[src/sv/kccp_pkg.sv]
// ----------------------------------------------------------------------------
// Keypad colour command parser package
// Shared codes, widths, the result record, the status normaliser and the decimal field decoder.
// ----------------------------------------------------------------------------
package kccp_pkg;

  localparam int unsigned SeqLen   = 11;
  localparam int unsigned PosW     = $clog2(SeqLen);
  localparam int unsigned KeyW     = 4;
  localparam int unsigned PrevKeyW = KeyW + 1;
  localparam int unsigned LevelW   = 8;
  localparam int unsigned LedW     = 3;

  localparam logic [KeyW-1:0]     KeyStart = 4'hA;
  localparam logic [KeyW-1:0]     KeyLedA  = 4'h5;
  localparam logic [KeyW-1:0]     KeyLedB  = 4'h6;
  localparam logic [KeyW-1:0]     DigitMax = 4'h9;
  localparam logic [PrevKeyW-1:0] KeyNone  = 5'd16;
  localparam logic [LedW-1:0]     LedA     = 3'd5;
  localparam logic [LedW-1:0]     LedB     = 3'd6;
  localparam logic [LedW-1:0]     LedOff   = 3'd0;

  typedef logic [KeyW-1:0] key_t;

  typedef enum logic [1:0] {
    StNone   = 2'd0,
    StSingle = 2'd1,
    StMulti  = 2'd2
  } key_status_e;

  typedef enum logic [1:0] {
    EvCommand    = 2'd0,
    EvMultiError = 2'd1,
    EvRejected   = 2'd2
  } event_kind_e;

  typedef struct packed {
    event_kind_e       kind;
    logic [LedW-1:0]   led;
    logic [LevelW-1:0] red;
    logic [LevelW-1:0] green;
    logic [LevelW-1:0] blue;
  } result_t;

  // The unused status code counts as no key.
  function automatic key_status_e normalise_status(logic [1:0] raw);
    key_status_e st;
    unique case (raw)
      StSingle: st = StSingle;
      StMulti:  st = StMulti;
      default:  st = StNone;
    endcase
    return st;
  endfunction

  // Three-key decimal field: digits accumulate until the first key above 9,
  // and the value is kept modulo 256.
  function automatic logic [LevelW-1:0] field_value(key_t k0, key_t k1, key_t k2);
    logic [9:0] acc;
    if (k0 > DigitMax) begin
      acc = '0;
    end else if (k1 > DigitMax) begin
      acc = 10'(k0);
    end else if (k2 > DigitMax) begin
      acc = 10'(k0) * 10'd10 + 10'(k1);
    end else begin
      acc = 10'(k0) * 10'd100 + 10'(k1) * 10'd10 + 10'(k2);
    end
    return acc[LevelW-1:0];
  endfunction

endpackage

[src/sv/kccp_parse.sv]
// ----------------------------------------------------------------------------
// Keypad colour command parser: sequence decoder
// Turns a complete eleven-key sequence into a command or a rejection.
// ----------------------------------------------------------------------------
module kccp_parse (
  input  kccp_pkg::key_t    keys_i [kccp_pkg::SeqLen],
  output kccp_pkg::result_t result_o
);
  import kccp_pkg::*;

  logic [LedW-1:0] led;

  always_comb begin
    led = LedOff;
    if (keys_i[0] == KeyStart) begin
      if (keys_i[1] == KeyLedA) begin
        led = LedA;
      end else if (keys_i[1] == KeyLedB) begin
        led = LedB;
      end
    end
  end

  always_comb begin
    result_o = '0;
    if (led != LedOff) begin
      result_o.kind  = EvCommand;
      result_o.led   = led;
      result_o.red   = field_value(keys_i[2], keys_i[3], keys_i[4]);
      result_o.green = field_value(keys_i[5], keys_i[6], keys_i[7]);
      result_o.blue  = field_value(keys_i[8], keys_i[9], keys_i[10]);
    end else begin
      result_o.kind  = EvRejected;
    end
  end

endmodule

[src/sv/kccp_tracker.sv]
// ----------------------------------------------------------------------------
// Keypad colour command parser: key tracker
// Holds the previous sample, the sequence position and the key buffer, and
// decides whether the presented sample yields a result.
// ----------------------------------------------------------------------------
module kccp_tracker (
  input  logic                  clk_i,
  input  logic                  rst_ni,
  input  logic                  advance_i,
  input  kccp_pkg::key_status_e status_i,
  input  kccp_pkg::key_t        key_i,
  output logic                  produce_o,
  output kccp_pkg::result_t     result_o
);
  import kccp_pkg::*;

  key_status_e         prev_status_q, prev_status_d;
  logic [PrevKeyW-1:0] prev_key_q, prev_key_d;
  logic [PosW-1:0]     pos_q, pos_d;
  key_t                buf_q [SeqLen];
  key_t                keys_eff [SeqLen];

  logic            key_new;
  logic            multi_onset;
  logic            complete;
  logic [PosW-1:0] wr_pos;
  result_t         parse_res;

  assign key_new = (status_i == StSingle) &&
                   ((prev_status_q != StSingle) || ({1'b0, key_i} != prev_key_q));
  assign wr_pos  = (key_i == KeyStart) ? '0 : pos_q;
  assign complete    = key_new && (wr_pos == PosW'(SeqLen - 1));
  assign multi_onset = (status_i == StMulti) && (prev_status_q != StMulti);
  assign produce_o   = complete || (!key_new && multi_onset);

  // The key being taken joins the stored ones for the parse.
  always_comb begin
    for (int i = 0; i < SeqLen; i++) begin
      keys_eff[i] = (wr_pos == PosW'(i)) ? key_i : buf_q[i];
    end
  end

  kccp_parse u_parse (
    .keys_i   (keys_eff),
    .result_o (parse_res)
  );

  always_comb begin
    result_o = '0;
    if (complete) begin
      result_o = parse_res;
    end else begin
      result_o.kind = EvMultiError;
    end
  end

  always_comb begin
    prev_status_d = prev_status_q;
    prev_key_d    = prev_key_q;
    pos_d         = pos_q;
    if (advance_i) begin
      prev_status_d = status_i;
      if (key_new) begin
        if (complete) begin
          prev_status_d = StNone;
          prev_key_d    = KeyNone;
          pos_d         = '0;
        end else begin
          prev_key_d = {1'b0, key_i};
          pos_d      = wr_pos + PosW'(1);
        end
      end
    end
  end

  always_ff @(posedge clk_i or negedge rst_ni) begin
    if (!rst_ni) begin
      prev_status_q <= StNone;
      prev_key_q    <= KeyNone;
      pos_q         <= '0;
    end else begin
      prev_status_q <= prev_status_d;
      prev_key_q    <= prev_key_d;
      pos_q         <= pos_d;
    end
  end

  always_ff @(posedge clk_i) begin
    if (advance_i && key_new) begin
      buf_q[wr_pos] <= key_i;
    end
  end

  // The position never passes the last index, and a completed sequence returns it to zero.
  assert property (@(posedge clk_i) disable iff (!rst_ni)
    pos_q <= PosW'(SeqLen - 1))
    else $error("sequence position out of range");

  assert property (@(posedge clk_i) disable iff (!rst_ni)
    (advance_i && complete) |=> (pos_q == '0) && (prev_key_q == KeyNone))
    else $error("state not restored after a complete sequence");

  assert property (@(posedge clk_i) disable iff (!rst_ni)
    prev_key_q != KeyNone |-> prev_key_q[PrevKeyW-1] == 1'b0)
    else $error("previous key holds an illegal marker");

endmodule

[src/sv/keypad_color_command_parser_unit.sv]
// ----------------------------------------------------------------------------
// Keypad colour command parser
// Collects eleven-key colour commands from keypad samples and reports parsed
// commands, multi-key errors and rejected sequences.
// ----------------------------------------------------------------------------
// Path: a sample passes the input register, then its result the result register;
// a sample that yields a result waits in the input register while the result register is full.
// Throughput: one sample per cycle; the input stalls only while a result
// waits in the result register and the next sample also yields one.
// Reset: asynchronous, active low; clears the previous sample, the sequence
// position and both valid flags. The key buffer needs no reset.
module keypad_color_command_parser_unit (
  input  logic        clk_i,
  input  logic        rst_ni,
  input  logic        s_axis_tvalid,
  output logic        s_axis_tready,
  input  logic [7:0]  s_axis_tdata,  // key_status[1:0], key_value[5:2]
  output logic        m_axis_tvalid,
  input  logic        m_axis_tready,
  output logic [31:0] m_axis_tdata   // event_kind[1:0], led_index[4:2],
                                     // red_level[12:5], green_level[20:13],
                                     // blue_level[28:21]
);
  import kccp_pkg::*;

  logic        in_valid_q, in_valid_d;
  key_status_e in_status_q;
  key_t        in_key_q;
  logic        out_valid_q, out_valid_d;
  result_t     out_res_q;

  logic    produce;
  result_t result;
  logic    out_free;
  logic    advance;
  logic    in_take;

  kccp_tracker u_tracker (
    .clk_i     (clk_i),
    .rst_ni    (rst_ni),
    .advance_i (advance),
    .status_i  (in_status_q),
    .key_i     (in_key_q),
    .produce_o (produce),
    .result_o  (result)
  );

  assign out_free      = !out_valid_q || m_axis_tready;
  assign advance       = in_valid_q && (!produce || out_free);
  assign s_axis_tready = !in_valid_q || advance;
  assign in_take       = s_axis_tvalid && s_axis_tready;

  always_comb begin
    in_valid_d = in_valid_q;
    if (in_take) begin
      in_valid_d = 1'b1;
    end else if (advance) begin
      in_valid_d = 1'b0;
    end
  end

  always_comb begin
    out_valid_d = out_valid_q;
    if (advance && produce) begin
      out_valid_d = 1'b1;
    end else if (m_axis_tready) begin
      out_valid_d = 1'b0;
    end
  end

  always_ff @(posedge clk_i or negedge rst_ni) begin
    if (!rst_ni) begin
      in_valid_q  <= 1'b0;
      out_valid_q <= 1'b0;
    end else begin
      in_valid_q  <= in_valid_d;
      out_valid_q <= out_valid_d;
    end
  end

  always_ff @(posedge clk_i) begin
    if (in_take) begin
      in_status_q <= normalise_status(s_axis_tdata[1:0]);
      in_key_q    <= s_axis_tdata[5:2];
    end
    if (advance && produce) begin
      out_res_q <= result;
    end
  end

  assign m_axis_tvalid = out_valid_q;
  assign m_axis_tdata  = {3'b000, out_res_q.blue, out_res_q.green, out_res_q.red,
                          out_res_q.led, out_res_q.kind};

  assert property (@(posedge clk_i) disable iff (!rst_ni)
    (out_valid_q && out_res_q.kind == EvCommand) |->
      (out_res_q.led == LedA || out_res_q.led == LedB))
    else $error("command transfer with a bad LED index");

  assert property (@(posedge clk_i) disable iff (!rst_ni)
    (out_valid_q && out_res_q.kind != EvCommand) |->
      (out_res_q.led == LedOff && out_res_q.red == '0 &&
       out_res_q.green == '0 && out_res_q.blue == '0))
    else $error("error transfer carries non-zero fields");

  assert property (@(posedge clk_i) disable iff (!rst_ni)
    (in_valid_q && produce && !out_free) |-> !s_axis_tready)
    else $error("input taken while its result cannot be stored");

endmodule

[config.mk]
export PLATFORM = sky130hd
export DESIGN_NAME = keypad_color_command_parser_unit
export DESIGN_NICKNAME = d
export VERILOG_FILES = /design/src/sv/kccp_pkg.sv /design/src/sv/kccp_parse.sv /design/src/sv/kccp_tracker.sv /design/src/sv/keypad_color_command_parser_unit.sv
export SDC_FILE = /design/constraint.sdc
export NUM_CORES = 1
export LEC_CHECK = 0
export CORE_ASPECT_RATIO = 0.5
export CORE_MARGIN = 1.5
export CORE_UTILIZATION = 55
export DETAILED_ROUTE_END_ITERATION = 6
export DONT_BUFFER_PORTS = 1
export PLACE_DENSITY_LB_ADDON = 0.2
export SLEW_MARGIN = 20
export SYNTH_ARGS = -nofsm -noshare
export SYNTH_HDL_FRONTEND = slang
export SYNTH_SLANG_ARGS = --single-unit
[constraint.sdc]
create_clock -name clk_i -period 9.1 [get_ports clk_i]
set_input_delay 1.82 -clock clk_i [delete_from_list [all_inputs] [get_ports clk_i]]
set_output_delay 1.82 -clock clk_i [all_outputs]
set_load 0.005 [all_outputs]
Yosys cells after proc, flatten, opt, wreduce, memory -nomap -nowiden
Memory sizes are Yosys's and may differ from the RTL's.
Index checks and enable logic that the tools add are counted.
{"block": "classes", "eq_ne": 21, "add_sub_neg": 10, "muxes": 33, "multipliers": 9, "order_cmp": 9, "bitwise_logic": 2, "reduce_logical": 29}
{"operator": "$mux 4", "count": 16}
{"operator": "$add 8x4->8", "count": 6}
{"operator": "$mul 4x3->7 const B", "count": 6}
{"operator": "$gt 4x4->1 const B", "count": 9}
{"operator": "$add 8x8->8", "count": 3}
{"operator": "$eq 4x3->1 const B", "count": 6}
{"operator": "$mux 8", "count": 3}
{"operator": "$eq 4x4->1 const B", "count": 5}
{"operator": "$mul 4x5->6 const B", "count": 3}
{"operator": "$reduce_or 4->1", "count": 3}
{"operator": "$mux 3", "count": 3}
{"operator": "$reduce_or 3->1", "count": 3}
{"operator": "$eq 4x2->1 const B", "count": 2}
{"operator": "$logic_and 1x1->1", "count": 8}
{"operator": "$mux 1", "count": 6}
{"operator": "$mux 2", "count": 3}
{"operator": "$logic_or 1x1->1", "count": 5}
{"operator": "$mux 5", "count": 1}
{"operator": "$ne 4x5->1", "count": 1}
{"operator": "$add 4x1->4 const B", "count": 1}
{"operator": "$eq 2x1->1 const B", "count": 2}
{"operator": "$eq 2x2->1 const B", "count": 2}
{"operator": "$eq 4x1->1 const B", "count": 1}
{"operator": "$logic_not 1->1", "count": 4}
{"operator": "8 further kinds", "count": 11}
{"block": "word_totals", "wordCells": 129, "ramBits": 44, "output_inout_bits": 34, "ff_bits": 48, "mem_count": 1, "input_bits": 12}
{"memory": "u_tracker.buf_q", "words": 11, "word_bits": 4, "rd": 11, "rd_clocked_by_memory_dff": 0, "write_ports": 1, "line": "kccp_tracker.sv:20", "text": "key_t buf_q [SeqLen];"}

Depth between registers and ports, before layout
{"block": "depth", "depth_word": 12, "depth_mapped": 19, "ltp_nobuf": 17}

By module
From an unflattened synthesis, not the netlist that was laid out.
{"block": "hier_totals", "hier_cells": 591, "area_unflattened_um2": 6896.6}
{"module": "kccp_tracker", "seq_area_each_um2": 1597.8, "n_inst": 1, "area_per_inst_um2": 2887.8, "cells_each": 225}
{"module": "kccp_parse", "seq_area_each_um2": 0.0, "n_inst": 1, "area_per_inst_um2": 2801.4, "cells_each": 315}
{"module": "keypad_color_command_parser_unit", "seq_area_each_um2": 1101.1, "n_inst": 1, "area_per_inst_um2": 1207.4, "cells_each": 51}

Least setup slack after synthesis
Ideal clock, no wire load.
{"block": "synth_path", "path_type": "reg-to-reg", "from": "register in_key_q[2]", "to": "register out_res_q, in the netlist m_axis_tdata[12], data pin", "n_path_buf": 3, "required_time_ps": 8842, "period_less_slack_ps": 4255, "slack_ps": 4845, "stages_incl_launch_ff": 20, "arrival_time_ps": 3997, "setup_ps": 258, "cell_sequence": "edfxtp_1 buf_6 nand4bb_1 buf_6 buf_6 nand4_1 mux2_2 ha_1 ha_1 ha_1 a21oi_1 xnor2_1 ha_1 ha_1 a21oi_1 o21ai_0 and3_1 nor3_1 nand3b_1 a21oi_1"}
{"block": "synth_via", "elab_chain_len": 11, "elab_cells_between_ends": 37, "cone_classes": "add/sub (3); mul (3); order compare (3); eq/ne (10); mux (10); bitwise (2); reduce/logical (6)"}
{"element": "start, declared", "line": "keypad_color_command_parser_unit.sv:28", "text": "key_t in_key_q;"}
{"element": "start signal, assigned", "line": "keypad_color_command_parser_unit.sv:84", "text": "in_key_q <= s_axis_tdata[5:2];"}
{"element": "branches (longest 11 deep; another with $add 8x8->8)"}
{"element": "end signal, assigned", "line": "keypad_color_command_parser_unit.sv:87", "text": "out_res_q <= result;"}
{"element": "end, declared", "line": "keypad_color_command_parser_unit.sv:30", "text": "result_t out_res_q;"}
Parallel ways; which one is timed is not known.
A chain may end at the register's enable or synchronous reset.

Worst setup path after layout
Same ends and word-level chain as after synthesis.

==> flow_metrics.env <==
export IMPL_clock_sinks=92
export IMPL_cp_cell_sequence="buf_4 -> nand4bb_1 -> nand4_1 -> mux2_2 -> ha_1 -> ha_1 -> ha_1 -> a21oi_1 -> xnor2_1 -> ha_1 -> ha_1 -> a21oi_1 -> o21ai_0 -> and3_1 -> nor3_1 -> nand3b_1 -> a21oi_1"
export IMPL_rows=28
export IMPL_grt_pass1_vias=4796
export IMPL_setup_viol=0
export IMPL_vias=4880
export IMPL_syn_area_mm2=0.00703
export IMPL_finalWirelength_um=14500
export IMPL_slowest_stage="nand4bb_1"
export IMPL_endpoint_kind="flip-flop"
export IMPL_hp_class="reg -> reg"
export IMPL_wl_met2_um=6430
export IMPL_synth_cell_types=89
export IMPL_p_total_mw=1.80
export IMPL_drive_gt1_frac=0.110
export IMPL_cp_slowest_stage_delay_ns=0.80
export IMPL_regToRegSetupSlack_ns=3.85
export IMPL_yosys_top_cells_area="edfxtp_1 34%, ha_1 13%, dfrtp_1 4.3%"
export IMPL_synth_edf_count=79
export IMPL_run_status="finished clean"
export IMPL_ys_seq_area_frac=0.384
export IMPL_hold_ws_ns=0.504
export IMPL_fin_area_mm2=0.00743
export IMPL_place_congestion=0.843
export IMPL_synth_avg_cell_area_um2=10.8
export IMPL_synth_most_common_cell="edfxtp_1"
export IMPL_tns_ns=0
export IMPL_viasPerCell=6.00
export IMPL_p_leak_nw=3.02
export IMPL_antenna_found_initial=0
export IMPL_ctsRootBufferMaster="clkbuf_16"
export IMPL_area_growth_pct=5.68
export IMPL_start_util=0.580
export IMPL_synthFlopType="edfxtp_1"
export IMPL_track_usage=0.228
export IMPL_wl_met3_um=653
export IMPL_grt_max_degree=32
export IMPL_fin_crit_ns=5.25
export IMPL_place_area_mm2=0.00713
export IMPL_synth_top_cell_by_area="edfxtp_1"
export IMPL_yosys_warnings=0
export IMPL_met1Wirelength_um=7130
export IMPL_n_antenna_cell=0
export IMPL_finalNetCount=742
export IMPL_highest_layer="met4"
export IMPL_clockBufferDepth=2
export IMPL_worstMarginPinSlew_ns=0.948
export IMPL_pre_cts_ws_ns=3.93
export IMPL_start_kind="flip-flop"
export IMPL_hold_viol=0
export IMPL_timing_fmax_mhz=190
export IMPL_die_area_mm2=0.0135
export IMPL_crit_arrival_ns=5.35
export IMPL_cts_buffers=9
export IMPL_slew_headroom=0.350
export IMPL_die_h_um=82.9
export IMPL_critPathMostFrequentCell="ha_1"
export IMPL_synthArstFlopShare=0.141
export IMPL_grt_pass1_wl_um=24300
export IMPL_path_clk_slew_ns=0.07
export IMPL_cts_setup_buffers=0
export IMPL_drt_iter0_drc=378
export IMPL_ir_drop_uv=246
export IMPL_worstPathMaxFanout=29
export IMPL_worst_slack_ns=3.85
export IMPL_ant_nets=0
export IMPL_ctsHtreeMaxLevel=3
export IMPL_finish_utilization=0.613
export IMPL_wl_per_cell_um=17.8
export IMPL_synth_commonest_cells="79 x edfxtp_1, 75 x ha_1, 42 x nand2_1"
export IMPL_coreArea_mm2=0.0121
export IMPL_netlist_instances=652
export IMPL_drc=0
export IMPL_first_pass_iters=4
export IMPL_path_class="reg -> reg"
export IMPL_power_density_mw_per_mm2=242
export IMPL_dp_final_hpwl_um=10600
export IMPL_stdcell_count=813
export IMPL_critPathRequiredTime_ns=9.20
export IMPL_cts_tree="yes"
export IMPL_io_buffer_count=0
export IMPL_die_w_um=163
export IMPL_period_share=0.577
export IMPL_dp_cells=797
export IMPL_synth_top_area_frac=0.338
export IMPL_grt_overflow=0
export IMPL_ys_seq_elements=92
export IMPL_ctsResizeCount=0
export IMPL_skew_ns=0.0123
export IMPL_worstSkewPairLatency_ns=0.35
export IMPL_maxSlewViolCount=0
export IMPL_cap_violations=0
export IMPL_n_fill_cell=1011
export IMPL_ios=46
export IMPL_cts_hold_repair_buffers=0
export IMPL_rsz0062_at_grt="false"
[placed cells by master, fill, tap and decap left out, drive strengths merged, types with 4 or more instances in the layout]
master / netlist / layout
nor3: 8 / 8
a21o: 12 / 12
a21oi: 40 / 40
fa: 12 / 12
or2: 4 / 4
o21ai: 36 / 36
and2: 9 / 9
nand3: 9 / 9
o31ai: 6 / 6
mux2: 19 / 19
o211ai: 7 / 7
clkbuf: 11 / 10
nand2: 43 / 43
inv: 39 / 41
nor2: 40 / 40
xor2: 24 / 24
dfrtp: 12 / 12
edfxtp: 79 / 79
nand2b: 9 / 9
buf: 16 / 5
xnor2: 29 / 29
mux2i: 21 / 21
ha: 75 / 75
a211oi: 18 / 18
a31oi: 6 / 6
nor2b: 8 / 8
[worst paths after layout]
check / start / endpoint / cells after the start
setup / recovery: in_key_q[2] / m_axis_tdata[12] / 17
hold / removal: u_tracker.prev_key_q[2] / u_tracker.prev_key_q[2] / 2
setup reg to reg: in_key_q[2] / m_axis_tdata[12] / 17
hold reg to reg: u_tracker.prev_key_q[2] / u_tracker.prev_key_q[2] / 2
max in group asynchronous: rst_ni / u_tracker.prev_key_q[4] / 0
min in group asynchronous: rst_ni / in_valid_q / 0
[registers in the layout, summed over array words and instances (netlist names), 2 cells and up]
register                 cells
u_tracker.pos_q              4
m_axis_tdata                29
u_tracker.buf_q             44
u_tracker.prev_key_q         5
u_tracker.prev_status_q      2
in_key_q                     4
in_status_q                  2
[cell type report]
class | count | area, um2 | share of cell area
inverters | 40 | 150 | 0.0202
clock buffers | 10 | 229 | 0.0308
clock inverters | 6 | 71.3 | 0.00960
well taps | 165 | 206 | 0.0278
flip-flops and latches | 92 | 2700 | 0.363
multi-input cells | 495 | 4030 | 0.543
repair buffers | 5 | 37.5 | 0.00505
[worst max-delay path, delay by kind of cell (launching register included)]
kind,cells,cell delay [ns]
XOR/XNOR,1,0.15
adder cells (fa/ha/maj),5,1.32
AND/OR/NAND/NOR,5,1.96
AO/OA/AOI/OAI,4,0.50
multiplexers,1,0.45
buffers and inverters,1,0.25
flip-flops,1,0.36
[cells by family (layout without fill, tap and decap cells)]
family	Yosys count	count (layout)	synth area share
and+or+nand+nor	157	157	0.124
AOI/OAI and AO/OA	153	153	0.148
DFF	92	92	0.384
xor gates and xnor gates	53	53	0.0661
muxes	40	40	0.0614
adders and majority gates	89	89	0.171
other	1	3	0.000534
buffers and inverters	67	61	0.0450
[routing by layer]
metal	up-vias	track usage
li1	2368	-
met1	2380	0.317
met2	111	0.358
met3	21	0.0495
met4	0	0.0667
met5	-	0
[power by group]
part           internal, mW  switching (mW)  total [mW]
Clock                 0.216           0.165       0.380
Sequential            0.488          0.0442       0.532
Combinational         0.382           0.506       0.888
Total                  1.09           0.715        1.80
Note: power is estimated with default switching activity, not from simulation.
